`src/rtl/core/sac_ram.sv`:
```
// Generic single-write, single-read RAM with registered read data.
// No dependencies.
`default_nettype none
module sac_ram #(
  parameter int WIDTH = 8,
  parameter int DEPTH = 16
) (
  input  wire logic                     clk,
  input  wire logic                     we,
  input  wire logic [$clog2(DEPTH)-1:0] waddr,
  input  wire logic [WIDTH-1:0]         wdata,
  input  wire logic [$clog2(DEPTH)-1:0] raddr,
  output logic      [WIDTH-1:0]         rdata
);

  logic [WIDTH-1:0] mem [DEPTH];

  always_ff @(posedge clk) begin
    if (we) begin
      mem[waddr] <= wdata;
    end
    rdata <= mem[raddr];
  end

endmodule
`default_nettype wire

```
`config.mk`:
```
export PLATFORM = sky130hd
export DESIGN_NAME = sac_ram
export DESIGN_NICKNAME = d
export VERILOG_FILES = /design/src/rtl/core/sac_ram.sv
export SDC_FILE = /design/constraint.sdc
export NUM_CORES = 1
export LEC_CHECK = 0
export BUFFER_PORTS_ARGS = -buffer_cell sky130_fd_sc_hd__buf_2
export CAP_MARGIN = 0
export CORE_MARGIN = 1
export CORE_UTILIZATION = 48
export DETAILED_ROUTE_END_ITERATION = 10
export PLACE_DENSITY = 0.73
export SLEW_MARGIN = 25
export SYNTH_ARGS = -nofsm -noshare
export SYNTH_HDL_FRONTEND = slang
export SYNTH_SLANG_ARGS = --single-unit
```
`constraint.sdc`:
```
create_clock -name clk -period 5.8 [get_ports clk]
set_input_delay 1.45 -clock clk [delete_from_list [all_inputs] [get_ports clk]]
set_output_delay 1.45 -clock clk [all_outputs]
set_load 0.01 [all_outputs]
```
Word level (Yosys, flattened, before mapping)
Memories as Yosys holds them, arrays and structs flattened. A register that Yosys moved wholly into a read port is not among the register bits.
Cells that the tools add are included.
Storage, ports and cells
  logic and storage cells: 3
  input port bits: 18
  register bits after elaboration: 0
  RAM bits: 128
  memories kept: 1
  output and inout bits: 8
Operators by class
  muxes and demuxes: 2
Memory list
  mem: words 16, bits a word 8, read ports 1, clocked after Yosys merged registers in 1, wr ports 1, RTL line 16  | logic [WIDTH-1:0] mem [DEPTH];
Operators by type and width (number)
  $mux 1: 2

Depth between registers and ports, before layout
Gate-level depths: netlist (run 1).
  depth after elaboration: 2
  depth in mapped cells: 5
  gate-level depth less buffers: 3

Worst setup path after synthesis (run 1)
OpenSTA, ideal clock, no wires.
  kind: input port to flip-flop
  start point: input waddr[2]
  end point: memory mem[0][0], enable pin
  data arrival time: 2.560 ns
  stages: 2
  setup slack: 2.857 ns
  required time: 5.417 ns
  setup time: 0.383 ns
  buffers on the path: 0
  path through: or3b_2 -> nor3_1
RTL lines
  start, declared: RTL line 10  | input wire logic [$clog2(DEPTH)-1:0] waddr,
  end, declared: RTL line 16
Straight into the memory's write port.

Worst setup path after layout (run 1)
  start point: input waddr[2]
  end point: memory mem[2][3], enable pin
Straight into the memory's write port.

==> summary.md, run 1 <==
| Metric | Value |
|---|---|
| Outcome | `completed` |
| Buffers plus inverters on the worst setup path | `1` |
| DR WL/cell | `23.7 um` |
| Root buffer cell | `clkbuf_8` |
| Clock Skew | `6.10 ps` |
| CP Data Arrival Time | `2800 ps` |
| Comb pwr share | `4.4%` |
| I/O pins | `26` |
| Critical path startpoint category | `input port` |
| Final hold vios | `0` |
| CTS buffer count | `17` |
| Delay-heaviest family, CP | `simple AND/OR/NAND/NOR gates` |
| WL final | `9.85 mm` |
| Hpwl dp | `5.86 mm` |
| Initial DRT Pass Iterations | `5` |
| PortBufs | `25` |
| Die area | `11,100 um2` |
| P&R area growth vs syn | `15.7%` |
| Slowest stage delay, CP | `710 ps` |
| # fillers | `782` |
| CP max FO | `8` |
| Initial DRC Count | `181` |
| Vias in the first global route | `2,471` |
| CTS sink count | `136` |
| GRT Util Overall | `19.6%` |
| RSZ-0062 raised after global routing | `no` |
| FF+latch area | `4000 um2` |
| Worst path slowest cell | `nor2_1` |
| Post-route ant nets | `0` |
| Most frequent cells in the layout | `edfxtp_1, buf_2, mux4_2` |
| Int Pwr | `1.80 mW` |
| Die Span X | `106 um` |
| Tmin final | `2670 ps` |
| Rel. slew slack | `35.9%` |
| Peak supply drop | `0.179 mV` |
| Net Switching | `0.436 mW` |
| Syn Nets | `247` |
| # nets final | `284` |
| Multi-input logic area | `1060 um2` |
| Global-route wire length before repair | `15.1 mm` |
| Initial Util | `49.6%` |
| Detail-routed via count per cell | `5.92` |
| Fmax | `375 MHz` |
| Top Usage Layer GRT | `met2` |
| Clk network pwr share | `46.1%` |
| Maximum level of the CTS H-tree | `4` |
| Leakage | `1.98 nW` |
| Worst-margin pin slew | `958 ps` |
| Setup bufs post-CTS | `0` |
| Yosys cell types | `19` |
| Post-synthesis sequential area ratio | `77.8%` |
| DP Area | `5380 um2` |
| Clock Pin Slew Worst Setup and Hold Paths | `50 ps` |
| DRC viols | `0` |
| Via count | `2,457` |
| Final Cell Area | `5960 um2` |
| Worst path required time | `5930 ps` |
| Row cnt | `37` |
| Cts hold-fix bufs | `0` |
| Antenna violations before repair | `0` |
| Resize count post-CTS | `0` |
| Largest net degree at the start of global routing | `33` |
| DP Worst Slack | `2300 ps` |
| Final std cells w/o fill | `415` |
| Placer Congestion | `0.709` |
| Hold crit path type | `reg2reg` |
| TritonCTS clock tree | `yes` |
| Critical path class | `in2reg` |
| M2 GR Usage | `29.4%` |
| Tcrit/Tclk final | `46.0%` |
| CP cell instances | `buf_2 -> or3b_2 -> nor2_1` |
| Dpl cells | `383` |
| Setup TNS | `0 ps` |
| Yosys reg bits | `136` |
| Yosys warns | `0` |
| GRT met1 Usage | `28.0%` |
| Clock Latency Late Sink | `510 ps` |
| Longest Clk Path Bufs | `2` |
| Antenna cells | `0` |
| Gr ovfl total | `0` |
| Max Cap Violations | `0` |
| Met3 global-route usage | `5.57%` |
| Worst setup margin | `3130 ps` |
| Critical Path Sink Type | `flip-flop` |
| Final Max Slew Viols | `0` |
| Fraction of layout instances using a drive strength above 1 | `26.2%` |
| Mapped Cells | `229` |
| Sequential share of power | `49.5%` |
| Die height | `106 um` |
| Post-synthesis cell area | `5150 um2` |
| Floorplan Core Area | `10,400 um2` |
| Min Hold Slack | `673 ps` |
| Power Dens Cells | `375 nW/um2` |
| Final Setup Violations | `0` |
| Syn Area/Cell | `22.5 um2` |
| Commonest non-fill, non-tap cell in the layout | `edfxtp_1` |
| Net Sw Frac | `19.5%` |
## synth_stat cells
master / count / area [um2]
and2b_1: 1 / 7.51
nand2_1: 9 / 33.8
buf_4: 1 / 7.51
dfxtp_1: 8 / 160
nand2b_1: 2 / 12.5
buf_2: 3 / 15.0
buf_6: 3 / 33.8
a22oi_1: 16 / 120
or3b_2: 1 / 8.76
nand3_1: 1 / 5.00
nand3b_1: 2 / 15.0
nor2b_1: 1 / 6.26
clkdlybuf4s25_2: 3 / 30.0
nor2_1: 13 / 48.8
edfxtp_1: 128 / 3840
nor3_1: 4 / 20.0
and2_1: 1 / 6.26
mux4_1: 14 / 368
mux4_2: 18 / 405
## state kept, by name, summed over array words and instances, names as in the netlist
register / count
mem: 128
rdata: 8
## worst min-delay path, stage by stage (launching register included)
cell and delay (ps):
edfxtp_1 310, mux4_1 210, a22oi_1 80, nand2_1 50
## path summary, 6_finish.rpt
kind,endpoint,cells past startpoint,from,slack [ps]
worst max-delay path,mem[2][3],3,waddr[2],3130
worst min-delay path,rdata[1],3,mem[11][1],670
worst max register to register,rdata[4],3,mem[9][4],4390
worst min register to register,rdata[1],3,mem[11][1],670
## per-layer routing
metal | share of wire, % | up-vias
met1 | 43 | 1267
li1 | - | 1045
met2 | 47 | 136
met5 | 0 | -
met3 | 8.3 | 9
met4 | 0.91 | 0
## final cells by class
type	count	area share (%)
timing repair buffer	28	2.52
clock buffer	22	7.44
clock inverter	10	2.12
tap	136	2.86
sequential	136	67.2
multi-input combinational	83	17.8
## metrics by stage
step	power, mW	utilization [%]
final	2.23	57.4
after global routing	2.30	57.4
after CTS	2.25	57.4
after detailed placement	1.23	51.9
after global placement	1.22	51.9
after floorplan	1.18	-
## kinds of logic (layout without fill, tap and decap cells)
| family | after synthesis | count (layout) | share of synthesized area (%) |
|---|---|---|---|
| AOI/OAI and AO/OA | 16 | 16 | 2.33 |
| DFF | 136 | 136 | 77.8 |
| buffers and inverters | 10 | 60 | 1.68 |
| and+or+nand+nor | 35 | 35 | 3.18 |
| muxes | 32 | 32 | 15.0 |
## power by group through the flow
stage	clock network [mW]	registers [mW]	logic (mW)
final	1.03	1.11	0.0985
after global routing	1.08	1.11	0.106
after CTS	1.04	1.11	0.0996
after detailed placement	0	1.13	0.0989
after global placement	0	1.13	0.0959
after floorplan	0	1.13	0.0558
No activity file was read; power rests on OpenSTA's default activity.
==> run 2, diff against run 1 <==
Clock period 5.8 ns to 2.6 ns, I/O delays scaled along.
==> run 2 against run 1 <==
Final area rose by 3.6%. Wire length rose by 2.7%. Clock skew barely moved. Power rose by 130%. Cell count rose by 3.9%. Sequential share of layout area fell by 2.4 points. Largest cell class unchanged. Combinational power rose by 130%. Clock-buffer cell count fell by 3. Sequential power rose by 120%. Hold slack got worse by 160 ps. Die area did not move.
==> summary.md, run 2 (same netlist as run 1, synthesis figures left out) <==
| Metric | Value |
|---|---|
| Outcome | `completed` |
| Reg2reg end | `rdata[3]` |
| Largest register FFs | `128 (unchanged)` |
| Via count | `2,486 (+1.2%)` |
| Hpwl dp | `5.99 mm (+2.3%)` |
| Worst-case reg-to-reg path depth | `3 (unchanged)` |
| CP cell instances | `buf_2` |
| Hold path endpoint | `mem[6][1]` |
| Row cnt | `37 (unchanged)` |
| CP Data Arrival Time | `1020 ps (-1780 ps)` |
| Worst path required time | `1950 ps (-3980 ps)` |
| Initial DRT Pass Iterations | `5 (unchanged)` |
| PortBufs | `25 (unchanged)` |
| Worst setup margin | `935 ps (-2200 ps)` |
| WL final | `10.1 mm (+2.7%)` |
| Critical path depth in cells | `1 (-2)` |
| Worst path slowest cell | `dfxtp_1` |
| # nets final | `301 (+6.0%)` |
| Gr ovfl total | `0 (unchanged)` |
| Tmin final | `1670 ps` |
| # fillers | `726 (-7.2%)` |
| I/O pins | `26 (unchanged)` |
| Largest net degree at the start of global routing | `33 (unchanged)` |
| Hold_sp | `wdata[1]` |
| DP Area | `5530 um2 (+2.7%)` |
| Final Cell Area | `6170 um2 (+3.6%)` |
| Antenna cells | `0 (unchanged)` |
| Critical path class | `reg2out` |
| Final hold vios | `0 (unchanged)` |
| Peak supply drop | `0.544 mV (+200%)` |
| Clock Skew | `5.85 ps (-0.250 ps)` |
| CTS sink count | `136 (unchanged)` |
| Power Dens Cells | `850 nW/um2 (+130%)` |
| Die area | `11,100 um2 (unchanged)` |
| Largest registers | `mem x128, rdata x8` |
| Final Max Slew Viols | `0 (unchanged)` |
| Post-route ant nets | `0 (unchanged)` |
| Initial Util | `49.6% (unchanged)` |
| CP max FO | `1 (-7)` |
| Fmax | `600 MHz` |
| Floorplan Core Area | `10,400 um2 (unchanged)` |
| Reg2reg setup slack | `1270 ps (-3120 ps)` |
| Antenna violations before repair | `0 (unchanged)` |
| Tot Pwr | `5.25 mW (+130%)` |
| TritonCTS clock tree | `yes` |
| Clock Latency Late Sink | `520 ps (about the same)` |
| Hold crit path type | `in2reg` |
| Fraction of layout instances using a drive strength above 1 | `32.2% (+6.0 points)` |
| Rel. slew slack | `71.3% (+35 points)` |
| Cts hold-fix bufs | `0 (unchanged)` |
| Most frequent cells in the layout | `edfxtp_1, buf_2, mux4_2, buf_4` |
| Commonest non-fill, non-tap cell in the layout | `edfxtp_1` |
| CTS buffer count | `17 (unchanged)` |
| Clock Pin Slew Worst Setup and Hold Paths | `60 ps (about the same)` |
| GRT Util Overall | `19.9% (+0.22 points)` |
| RSZ-0062 raised after global routing | `no` |
| Final Setup Violations | `0 (unchanged)` |
| Vias in the first global route | `2,552 (+3.3%)` |
| Critical path startpoint category | `flip-flop` |
| DP Worst Slack | `566 ps (-1740 ps)` |
| Placer Congestion | `0.709 (about the same)` |
| Die Span X | `106 um (unchanged)` |
| Slowest stage delay, CP | `350 ps (-360 ps)` |
| Maximum level of the CTS H-tree | `4 (unchanged)` |
| Initial DRC Count | `222 (+23%)` |
| Longest Clk Path Bufs | `2 (unchanged)` |
| Global-route wire length before repair | `15.1 mm (+0.37%)` |
| Tcrit/Tclk final | `64.1%` |
| Leakage | `2.11 nW (+6.4%)` |
| Critical R2R Launch | `mem[1][3]` |
| Delay-heaviest family, CP | `flip-flops` |
| Setup bufs post-CTS | `0 (unchanged)` |
| Setup TNS | `0 ps (unchanged)` |
| P&R area growth vs syn | `19.9%` |
| Detail-routed via count per cell | `5.77 (-2.6%)` |
| Max Cap Violations | `0 (unchanged)` |
| Largest Register | `mem` |
| Resize count post-CTS | `0 (unchanged)` |
| Worst hold path depth | `1 (-2)` |
| Critical Path Sink Type | `output pin` |
| Worst-margin pin slew | `430 ps (-529 ps)` |
| Root buffer cell | `clkbuf_8` |
| DRC viols | `0 (unchanged)` |
| Buffers plus inverters on the worst setup path | `1 (unchanged)` |
| Die height | `106 um (unchanged)` |
| DR WL/cell | `23.5 um (-1.1%)` |
## run 2: worst max path at each step
stage	endpoint	from
2_1_floorplan	mem[0][0]	waddr[2]
3_3_place_gp	rdata[0]	raddr[0]
3_5_place_dp	rdata[1]	raddr[0]
4_1_cts	rdata[5]	rdata[5]
5_1_grt	rdata[5]	rdata[5]
6_report	rdata[5]	rdata[5]
## run 2: where the power goes
group          internal [mW]  switching, mW
clock                   1.70          0.854
combinational         0.0996          0.132
sequential              2.45         0.0136
total                   4.25           1.00
## run 2: area by class of cell
| type | count | area [um2] | area share (%) |
|---|---|---|---|
| flip-flops and latches | 136 | 4000 | 64.9 |
| multi-input cells | 83 | 1060 | 17.1 |
| clock buffers | 19 | 442 | 7.16 |
| repair buffers | 45 | 300 | 4.87 |
| clock inverters | 12 | 199 | 3.22 |
| well taps | 136 | 170 | 2.76 |
## run 2: per-stage QoR
step	instances	hold WS, ps	utilization [%]
after floorplan	229	629	-
after global placement	400	655	53.3
after detailed placement	400	655	53.3
after CTS	431	482	59.5
after global routing	431	500	59.5
final	431	515	59.5
## run 2: per-layer routing
layer | share of wire, % | up-vias | global-route usage [%] | routed length (um)
li1 | - | 1079 | - | -
met1 | 43 | 1306 | 27.4 | 4330
met2 | 49 | 90 | 30.8 | 4980
met3 | 6.6 | 11 | 5.38 | 672
met4 | 1.4 | 0 | 7.14 | 138
met5 | 0 | - | 0 | 0
