$ cat src/rtl/core/sac_pkg.sv
// Shared codes and types of the set-associative tag store.
// No dependencies.
`default_nettype none
package sac_pkg;

  localparam int CNT_W     = 32;
  localparam int EV_TAG_W  = 24;
  localparam int SEED_W    = 16;

  localparam logic [1:0] POL_LRU  = 2'd0;
  localparam logic [1:0] POL_RAND = 2'd1;
  localparam logic [1:0] POL_PART = 2'd2;

  localparam logic [1:0] CFG_POLICY = 2'd0;
  localparam logic [1:0] CFG_QUOTA  = 2'd1;
  localparam logic [1:0] CFG_SEED   = 2'd2;

  localparam logic [SEED_W-1:0] LFSR_MASK = 16'hB400;

  // Flags collected while the ways of one set are scanned.
  typedef struct packed {
    logic       inv_found;
    logic [1:0] own_found;
  } scan_flags_t;

endpackage
`default_nettype wire

$ cat src/rtl/core/sac_scan.sv
// Way scan unit: one stamp compare per enabled cycle; tracks the first
// invalid way, per-owner line counts and oldest way. Uses sac_pkg.
`default_nettype none
module sac_scan import sac_pkg::*; #(
  parameter int WAYS       = 8,
  parameter int STAMP_BITS = 32
) (
  input  wire logic                          clk,
  input  wire logic                          rst_n,
  input  wire logic                          clr,
  input  wire logic                          en,
  input  wire logic [$clog2(WAYS)-1:0]       way,
  input  wire logic                          e_valid,
  input  wire logic                          e_owner,
  input  wire logic [STAMP_BITS-1:0]         e_stamp,
  output scan_flags_t                        flags,
  output logic      [$clog2(WAYS)-1:0]       inv_way,
  output logic      [$clog2(WAYS)-1:0]       own_way   [2],
  output logic      [STAMP_BITS-1:0]         own_stamp [2],
  output logic      [$clog2(WAYS+1)-1:0]     n0,
  output logic      [$clog2(WAYS+1)-1:0]     n1
);

  localparam int WAY_W = $clog2(WAYS);
  localparam int CW    = $clog2(WAYS + 1);

  scan_flags_t      flags_r;
  logic [WAY_W-1:0] inv_way_r;
  logic [WAY_W-1:0] own_way_r   [2];
  logic [STAMP_BITS-1:0] own_stamp_r [2];
  logic [CW-1:0]    n0_r, n1_r;
  logic             older;

  // The single comparator: entry against the best of its own owner.
  assign older = !flags_r.own_found[e_owner] || (e_stamp < own_stamp_r[e_owner]);

  always_ff @(posedge clk) begin
    if (!rst_n || clr) begin
      flags_r <= '0;
      n0_r    <= '0;
      n1_r    <= '0;
    end else if (en) begin
      if (!e_valid && !flags_r.inv_found) begin
        flags_r.inv_found <= 1'b1;
      end
      if (older) begin
        flags_r.own_found[e_owner] <= 1'b1;
      end
      if (e_owner) begin
        n1_r <= n1_r + CW'(1);
      end else begin
        n0_r <= n0_r + CW'(1);
      end
    end
  end

  always_ff @(posedge clk) begin
    if (en) begin
      if (!e_valid && !flags_r.inv_found) begin
        inv_way_r <= way;
      end
      if (older) begin
        own_way_r[e_owner]   <= way;
        own_stamp_r[e_owner] <= e_stamp;
      end
    end
  end

  assign flags     = flags_r;
  assign inv_way   = inv_way_r;
  assign own_way   = own_way_r;
  assign own_stamp = own_stamp_r;
  assign n0        = n0_r;
  assign n1        = n1_r;

endmodule
`default_nettype wire

$ cat config.mk
export PLATFORM = sky130hd
export DESIGN_NAME = sac_scan
export DESIGN_NICKNAME = d
export VERILOG_FILES = /design/src/rtl/core/sac_pkg.sv /design/src/rtl/core/sac_scan.sv
export SDC_FILE = /design/constraint.sdc
export NUM_CORES = 1
export LEC_CHECK = 0
export ABC_AREA = 1
export ABC_CLOCK_PERIOD_IN_PS = 5200
export BUFFER_PORTS_ARGS = -buffer_cell sky130_fd_sc_hd__buf_2
export CORE_MARGIN = 2
export CORE_UTILIZATION = 50
export DETAILED_ROUTE_END_ITERATION = 10
export HOLD_SLACK_MARGIN = 0.03
export PLACE_DENSITY_LB_ADDON = 0.3
export SYNTH_ARGS = -nofsm -noshare
export SYNTH_HDL_FRONTEND = slang
export SYNTH_SLANG_ARGS = --single-unit
$ cat constraint.sdc
create_clock -name clk -period 5.2 [get_ports clk]
set_input_delay 0 -clock clk [delete_from_list [all_inputs] [get_ports clk]]
set_output_delay 0 -clock clk [all_outputs]
set_load 0.005 [all_outputs]
=== Word level (Yosys, flattened, before mapping) ===
Index checks and enable logic that the tools add are counted.

* Logic and storage cells: 45
* Memories: 0
* Memory bits (read-only): 0
* Bits in writable memories: 0
* Output and inout port bits: 84
* Bits in latches: 0
* Bits in registers: 84
* Input bits: 41

* Bitwise gates (word level): 3
* Shift operators: 0
* Add/sub/neg operators: 2
* Multipliers: 0
* Order comparisons: 5
* Reductions and logical operators: 13
* Equality and inequality tests: 0
* Divide/modulo/power cells: 0
* Muxes and demuxes: 13

{| class="wikitable"
|+ Operators with widths
! operator !! count
|-
| $mux W32 || 4
|-
| $bwmux W64 || 1
|-
| $demux W32 S1 || 1
|-
| $lt A32 B32 Y1 || 1
|-
| $add A4 B1 Y4 const B || 2
|-
| $reduce_and A2 Y1 || 4
|-
| $bwmux W6 || 1
|-
| $logic_not A1 Y1 || 4
|-
| $demux W3 S1 || 1
|-
| $logic_and A1 B1 Y1 || 3
|-
| $mux W1 || 3
|-
| $mux W3 || 1
|-
| $ge A2 B2 Y1 const B || 1
|-
| $logic_or A1 B1 Y1 || 2
|-
| $lt A1 B2 Y1 const B || 1
|-
| $lt A2 B1 Y1 const B || 1
|-
| $not A1 Y2 || 1
|-
| $or A2 B2 Y2 || 1
|-
| $demux W1 S1 || 1
|-
| $ge A1 B1 Y1 const B || 1
|-
| $not A1 Y1 || 1
|}

=== Depth between registers and ports, before layout ===
Gate-level depths: netlist of the first run.

* Depth in word-level cells: 7
* Depth in mapped cells: 15

=== Least setup slack after synthesis of the first run ===
No wires, ideal clock.

* Path type: input -> register
* Start point: in e_owner
* End point: reg own_stamp_r, in the netlist own_stamp[32] (enable)
* Path slack: 1549 ps
* Arrival: 3212 ps
* Data required time: 4761 ps
* Path buffers: 2
* Stages: 11
* Cell sequence: buf_4 -> buf_2 -> mux2i_1 -> ha_1 -> a21oi_1 -> nor2_1 -> a211oi_1 -> o21ai_0 -> a21oi_1 -> nand2_1 -> a21oi_1

* Longest elaborated chain between the ends: 7

{| class="wikitable"
|+ Ends and longest elaborated chain
! what !! line !! source
|-
| start: declaration || sac_scan.sv:14 || <nowiki>input wire logic e_owner,</nowiki>
|-
| $not A1 Y2 (not written as such) || sac_scan.sv:35 || <nowiki>assign older = !flags_r.own_found[e_owner] || (e_stamp < own_stamp_r[e_owner]);</nowiki>
|-
| $mux W32 (not written as such) (3 in series) || sac_scan.sv:35 ||
|-
| $lt A32 B32 Y1 || sac_scan.sv:35 ||
|-
| $logic_or A1 B1 Y1 * || sac_scan.sv:35 ||
|-
| $reduce_and A2 Y1 (no line) * || -- ||
|-
| end signal: indexed assignment || sac_scan.sv:64 || <nowiki>own_stamp_r[e_owner] <= e_stamp;</nowiki>
|-
| end: declaration || sac_scan.sv:30 || <nowiki>logic [STAMP_BITS-1:0] own_stamp_r [2];</nowiki>
|}

Mark *: on every way between the ends. The rest lies on a longest branch, timed or not. The select of a mux whose other input is x is not followed.
A chain may end at the register's enable or synchronous reset.

=== Worst setup path after layout of the first run ===
* Start point: in e_owner
* End point: reg own_stamp_r, in the netlist own_stamp[17] (enable)

The elaborated chain is that of the path after synthesis.

==> results of run 1 <==
[synth_stat cells (all sizes together) (3+ instances only)]
library cell	n
nand3	4
nand2	33
a211oi	4
nor3	3
mux2i	31
inv	19
a21oi	20
buf	4
edfxtp	73
dfxtp	11
ha	33
o21ai	5
nor2	23
[power breakdown]
part	switching [mW]	leakage, nW	internal, mW
logic	0.0970	1.37	0.0880
clock network	0.243	0.116	0.322
registers	0.0140	0.771	0.767
[state kept, by name (all words and copies together), names as in the netlist]
signal / flops
n0: 4
own_way: 6
own_stamp: 64
flags: 3
n1: 4
inv_way: 3
[layout make-up]
cell class                 count  area (µm²)
sequential                    84        2410
tap                           99         124
inverter                      19        71.3
clock inverter                 7         123
timing repair buffer         163        1010
clock buffer                   9         124
multi-input combinational    166        1210
fill                         524        2140
[logic make-up (layout without fill, tap and decap cells)]
| family | count (synthesis) | in the layout | synth area share (%) |
|---|---|---|---|
| buffers and inverters | 24 | 198 | 2.64 |
| muxes | 31 | 31 | 8.38 |
| and+or+nand+nor | 71 | 71 | 8.08 |
| DFF | 84 | 84 | 65.2 |
| adders and majority gates | 33 | 33 | 11.2 |
| AOI/OAI and AO/OA | 31 | 31 | 4.60 |
[worst max-delay path by stage]
stage	to	cells past startpoint
2_1_floorplan	own_stamp[32]$_DFFE_PP_	11
3_3_place_gp	own_stamp[23]$_DFFE_PP_	13
3_5_place_dp	own_stamp[29]$_DFFE_PP_	13
4_1_cts	own_stamp[30]$_DFFE_PP_	12
5_1_grt	own_stamp[17]$_DFFE_PP_	13
6_report	own_stamp[17]$_DFFE_PP_	12
[metrics by stage]
stage	utilization [%]	power, mW	std cells
after floorplan	-	0.883	274
after global placement	61.8	0.954	494
after detailed placement	61.8	0.960	494
after CTS	70.3	1.54	547
after global routing	70.3	1.58	547
final	70.3	1.53	547
[repair_timing]
action,in CTS,in global routing
setup endpoints to repair,0,0
hold buffers,37,0
endpoints found under the hold margin,79,0
[critical path: stages]
cell and delay, ns:
buf_2 0.80, mux2i_1 0.32, ha_1 0.28, a21oi_1 0.16, nand3b_1 0.13, a21oi_1 0.06, nor2_1 0.12, nand2_1 0.08
nand2_1 0.06, nand2_1 0.12, a21oi_4 0.52, buf_4 0.39
[per-layer routing]
| metal | up-vias | global-route usage (%) |
|---|---|---|
| met4 | 0 | 10.6 |
| met3 | 19 | 3.86 |
| met5 | - | 0 |
| met2 | 115 | 33.7 |
| met1 | 1249 | 26.6 |
| li1 | 1341 | - |
==> run_results.csv, run 1 <==
group,metric,value,unit
run_status,outcome,"complete, no violations",
floorplan,fp.coreArea,0.00721,mm²
yosys,synth_cells,274,
yosys,post_synth_num_cell_types,23,
clock_network,clk_latency,0.35,ns
timing,tightest_slew,1.07,ns
timing,fin_ws,2.17,ns
pwr,cellPowerDensity,302,mW/mm²
detailed_routing,wl_per_cell,14.9,µm
yosys,ys_seq_area_share,65.2,%
clock_network,cts_buffers,9,
timing,relSlewSlack,28.4,%
yosys,synthArstFlopShare,0,%
yosys,synth.cell_area,0.00370,mm²
detailed_routing,drt_iter0_markers,89,
timing,skew,0.00696,ns
critical_path,crit_fanout,37,
critical_path,reg2reg_depth,10,
detailed_routing,top_layer,"met4",
global_routing,first_global_vias,2769,
critical_path,startpoint,"e_owner",
cells_and_area,final_common_cell,"buf_2",
clock_network,cts_root_buf,"clkbuf_8",
detailed_routing,met1_length,3.52,mm
timing,max_freq,330,MHz
detailed_routing,drt_wl_total,8.18,mm
cells_and_area,final_cell_mix,"buf_2, edfxtp_1, dlygate4sd3_1, nand2_1, ha_1",
detailed_routing,viasPerCell,4.98,
yosys,synth_seq_cells,84,
clock_network,cts_setup_buffers,0,
yosys,synth.area.top_cells,"edfxtp_1, ha_1, mux2i_1",
worst_hold_path,min_delay_path_depth,3,
pwr,cellLeakagePower,2.25,nW
yosys,synth_edf_count,73,
clock_network,clk_pin_slew,0.09,ns
global_routing,grtUsageTotal,20.7,%
critical_path,cp.required,5.24,ns
yosys,synth_top_area_share,59.2,%
yosys,syn_nets,348,
clock_network,cts-resized-gates,0,
global_routing,antenna_found_initial,0,
floorplan,die_h,90.1,µm
timing,hold_violations,0,
floorplan,die_w,90.1,µm
floorplan,start_util,51.3,%
place,dpl-instance-area,0.00446,mm²
place,hpwl,5.62,mm
global_routing,grt_pass1_wl,13.0,mm
timing,slew_viol_final,0,
critical_path,worstSetupPathType,"in2reg",
clock_network,cts_sinks,84,
timing,setup_violations,0,
yosys,yosys.area.top_type,"edfxtp_1",
timing,tns,0,ns
cells_and_area,drive_above_1_share,32.4,%
detailed_routing,ant_nets,0,
cells_and_area,postLayoutCellArea,0.00507,mm²
place,preCtsSetupSlack,1.77,ns
floorplan,std_cell_rows,31,
cells_and_area,antenna_cells,0,
yosys,synthFlopType,"edfxtp_1",
detailed_routing,drc,0,
worst_hold_path,whs_endpoint,"flags[1]$_SDFFE_PP0P_",
timing,fin_crit,3.03,ns
critical_path,reg2reg_from,"own_stamp[21]$_DFFE_PP_",
pwr,vdd_drop_max,226,µV
floorplan,io_pins,125,
clock_network,clockBufferDepth,2,
detailed_routing,dr_wl_met3,465,µm
critical_path,startpoint_type,"primary input",
global_routing,grt_start_max_net_pins,38,
timing,fin_crit_sh,58.2,%
worst_hold_path,holdCritPathClass,"in2reg",
flow_run,drv_cap,0,
global_routing,grt-ovfl-total,0,
cells_and_area,syn2layout_area_growth,37.1,%
worst_hold_path,hold_start,"rst_n",
yosys,ys_warn_count,0,
detailed_routing,wl_met2,3.97,mm
place,gp_congestion,0.783,
place,io_buffers,124,
timing,rsz0062_at_grt,"false",
cells_and_area,nets,517,
detailed_routing,num_vias,2724,
clock_network,htree_num_levels,3,
critical_path,arrival,3.06,ns
critical_path,r2r_end,"own_stamp[17]$_DFFE_PP_",
critical_path,r2r_slack,2.35,ns
critical_path,worst_setup_path_end_kind,"flip-flop",
detailed_routing,first_pass_iters,4,
floorplan,dieArea,0.00811,mm²
clock_network,cts_tree,"done",
yosys,syn_avg_cell_area,13.5,µm²
timing,fin_hold_ws,0.122,ns
(Power assumes the default switching activity.)
==> run 2: changes to the inputs <==
- ABC_CLOCK_PERIOD_IN_PS: 5200 -> 2740
- CORE_UTILIZATION: 50 -> 45
- clock period: 5.2 -> 2.74 ns (I/O delays scaled with it)
==> run_results.csv, run 2 (synthesized netlist as in run 1, its figures left out) <==
group,metric,value,unit
detailed_routing,drt_wl_total,8.34,mm
clock_network,cts.hold.buffers_added,37,
global_routing,grt_start_max_net_pins,31,
cells_and_area,regArea,0.00241,mm²
floorplan,die_h,94.7,µm
cells_and_area,final_common_cell,"buf_2",
clock_network,cts-resized-gates,0,
place,io_buffers,124,
clock_network,clockBufferDepth,2,
critical_path,worst_setup_path_end_kind,"flip-flop",
global_routing,antenna_found_initial,0,
floorplan,fp.coreArea,0.00809,mm²
timing,hold_violations,0,
cells_and_area,drive_above_1_share,32.9,%
cells_and_area,nets,522,
detailed_routing,num_vias,2737,
critical_path,crit_chain,"mux2i_1 > ha_1 > a21oi_1 > nor2_1 > a211oi_1 > o21ai_0 > a21oi_1 > nand2_1 > a21oi_4 > buf_4",
global_routing,grtUsageTotal,18.7,%
timing,max_freq,414,MHz
detailed_routing,ant_nets,0,
cells_and_area,syn2layout_area_growth,37.3,%
critical_path,crit_fanout,20,
detailed_routing,first_pass_iters,4,
run_status,outcome,"complete, no violations",
critical_path,max_stage_delay,0.39,ns
detailed_routing,drt_iter0_markers,85,
timing,tightest_slew,0.504,ns
pwr,cellPowerDensity,530,mW/mm²
cells_and_area,layout.cells.non_filler,558,
clock_network,htree_num_levels,3,
place,preCtsSetupSlack,0.248,ns
timing,fin_hold_ws,0.175,ns
cells_and_area,final_cell_mix,"buf_2, edfxtp_1, dlygate4sd3_1, nand2_1, ha_1",
floorplan,die_w,94.7,µm
critical_path,arrival,2.44,ns
clock_network,clk_latency,0.35,ns
place,post-place-cells,505,
clock_network,cts_buffers,9,
detailed_routing,wl_per_cell,14.9,µm
timing,rsz0062_at_grt,"false",
critical_path,crit_family,"compound AO/OA/AOI/OAI gates",
place,gp_congestion,0.739,
global_routing,grt-ovfl-total,0,
timing,slew_viol_final,0,
critical_path,startpoint_type,"flip-flop",
global_routing,grt_pass1_wl,12.6,mm
cells_and_area,multi_input_area,0.00121,mm²
critical_path,cp.required,2.76,ns
clock_network,clk_pin_slew,0.09,ns
detailed_routing,viasPerCell,4.91,
pwr,power,2.69,mW
clock_network,cts_setup_buffers,0,
detailed_routing,drc,0,
pwr,vdd_drop_max,327,µV
timing,fin_crit_sh,88.2,%
pwr,cellLeakagePower,2.27,nW
floorplan,dieArea,0.00897,mm²
global_routing,first_global_vias,2745,
floorplan,start_util,45.7,%
worst_hold_path,holdCritPathClass,"in2reg",
timing,relSlewSlack,66.2,%
critical_path,worstSetupPathType,"reg2reg",
timing,skew,0.0121,ns
flow_run,drv_cap,0,
place,hpwl,5.85,mm
timing,setup_violations,0,
cells_and_area,largest_register_ffs,64,
cells_and_area,fill_cells,657,
floorplan,io_pins,125,
clock_network,cts_root_buf,"clkbuf_8",
cells_and_area,antenna_cells,0,
timing,fin_ws,0.323,ns
critical_path,slowest_stage,"edfxtp_1",
clock_network,cts_tree,"done",
clock_network,cts_sinks,84,
critical_path,crit_path_frequent_cell,"a21oi_1",
floorplan,std_cell_rows,33,
critical_path,worst-path-buf-inv,1,
critical_path,r2r_slack,0.32,ns
timing,fin_crit,2.42,ns
## run 2: worst paths after layout
path,cells after the start,start,to
min reg2reg,2,flags[2]$_SDFFE_PP0P_,flags[2]$_SDFFE_PP0P_
max,10,own_stamp[53]$_DFFE_PP_,own_stamp[57]$_DFFE_PP_
max reg2reg,10,own_stamp[53]$_DFFE_PP_,own_stamp[57]$_DFFE_PP_
min,3,rst_n,n0[2]$_SDFFE_PP0P_
## run 2: cell type report
cell class / instances / share of cell area, %
Timing Repair Buffer: 168 / 20.8
Clock buffer: 13 / 3.55
Tap cell: 105 / 2.58
Inverter: 19 / 1.40
Multi-Input combinational cell: 166 / 23.9
Clock inverter: 3 / 0.320
Sequential cell: 84 / 47.5
## run 2: stage by stage
stage	setup TNS (ns)	area, µm²	util [%]
CTS	0	5080	62.8
detailed placement	0	4520	55.8
global placement	0	4520	55.8
finish	0	5080	62.8
global route	0	5080	62.8
floorplan	-15.95	3710	-
## run 2: per-layer routing
layer / global-route usage, % / vias up / routed length (µm)
met3: 4.07 / 11 / 467
met1: 22.5 / 1280 / 3580
met4: 7.13 / 0 / 110
li1: - / 1357 / -
met5: 0 / - / 0
met2: 32.9 / 89 / 4180
## run 2: worst min-delay path: cells and delay by family
| kind | cells | cell delay (ns) |
|---|---|---|
| buffers and inverters | 1 | 0.08 |
| and+or+nand+nor | 2 | 0.42 |
## run 2: power by group
part / switching (mW) / internal, mW
logic: 0.185 / 0.173
clock network: 0.419 / 0.433
registers: 0.0263 / 1.46
total: 0.630 / 2.06
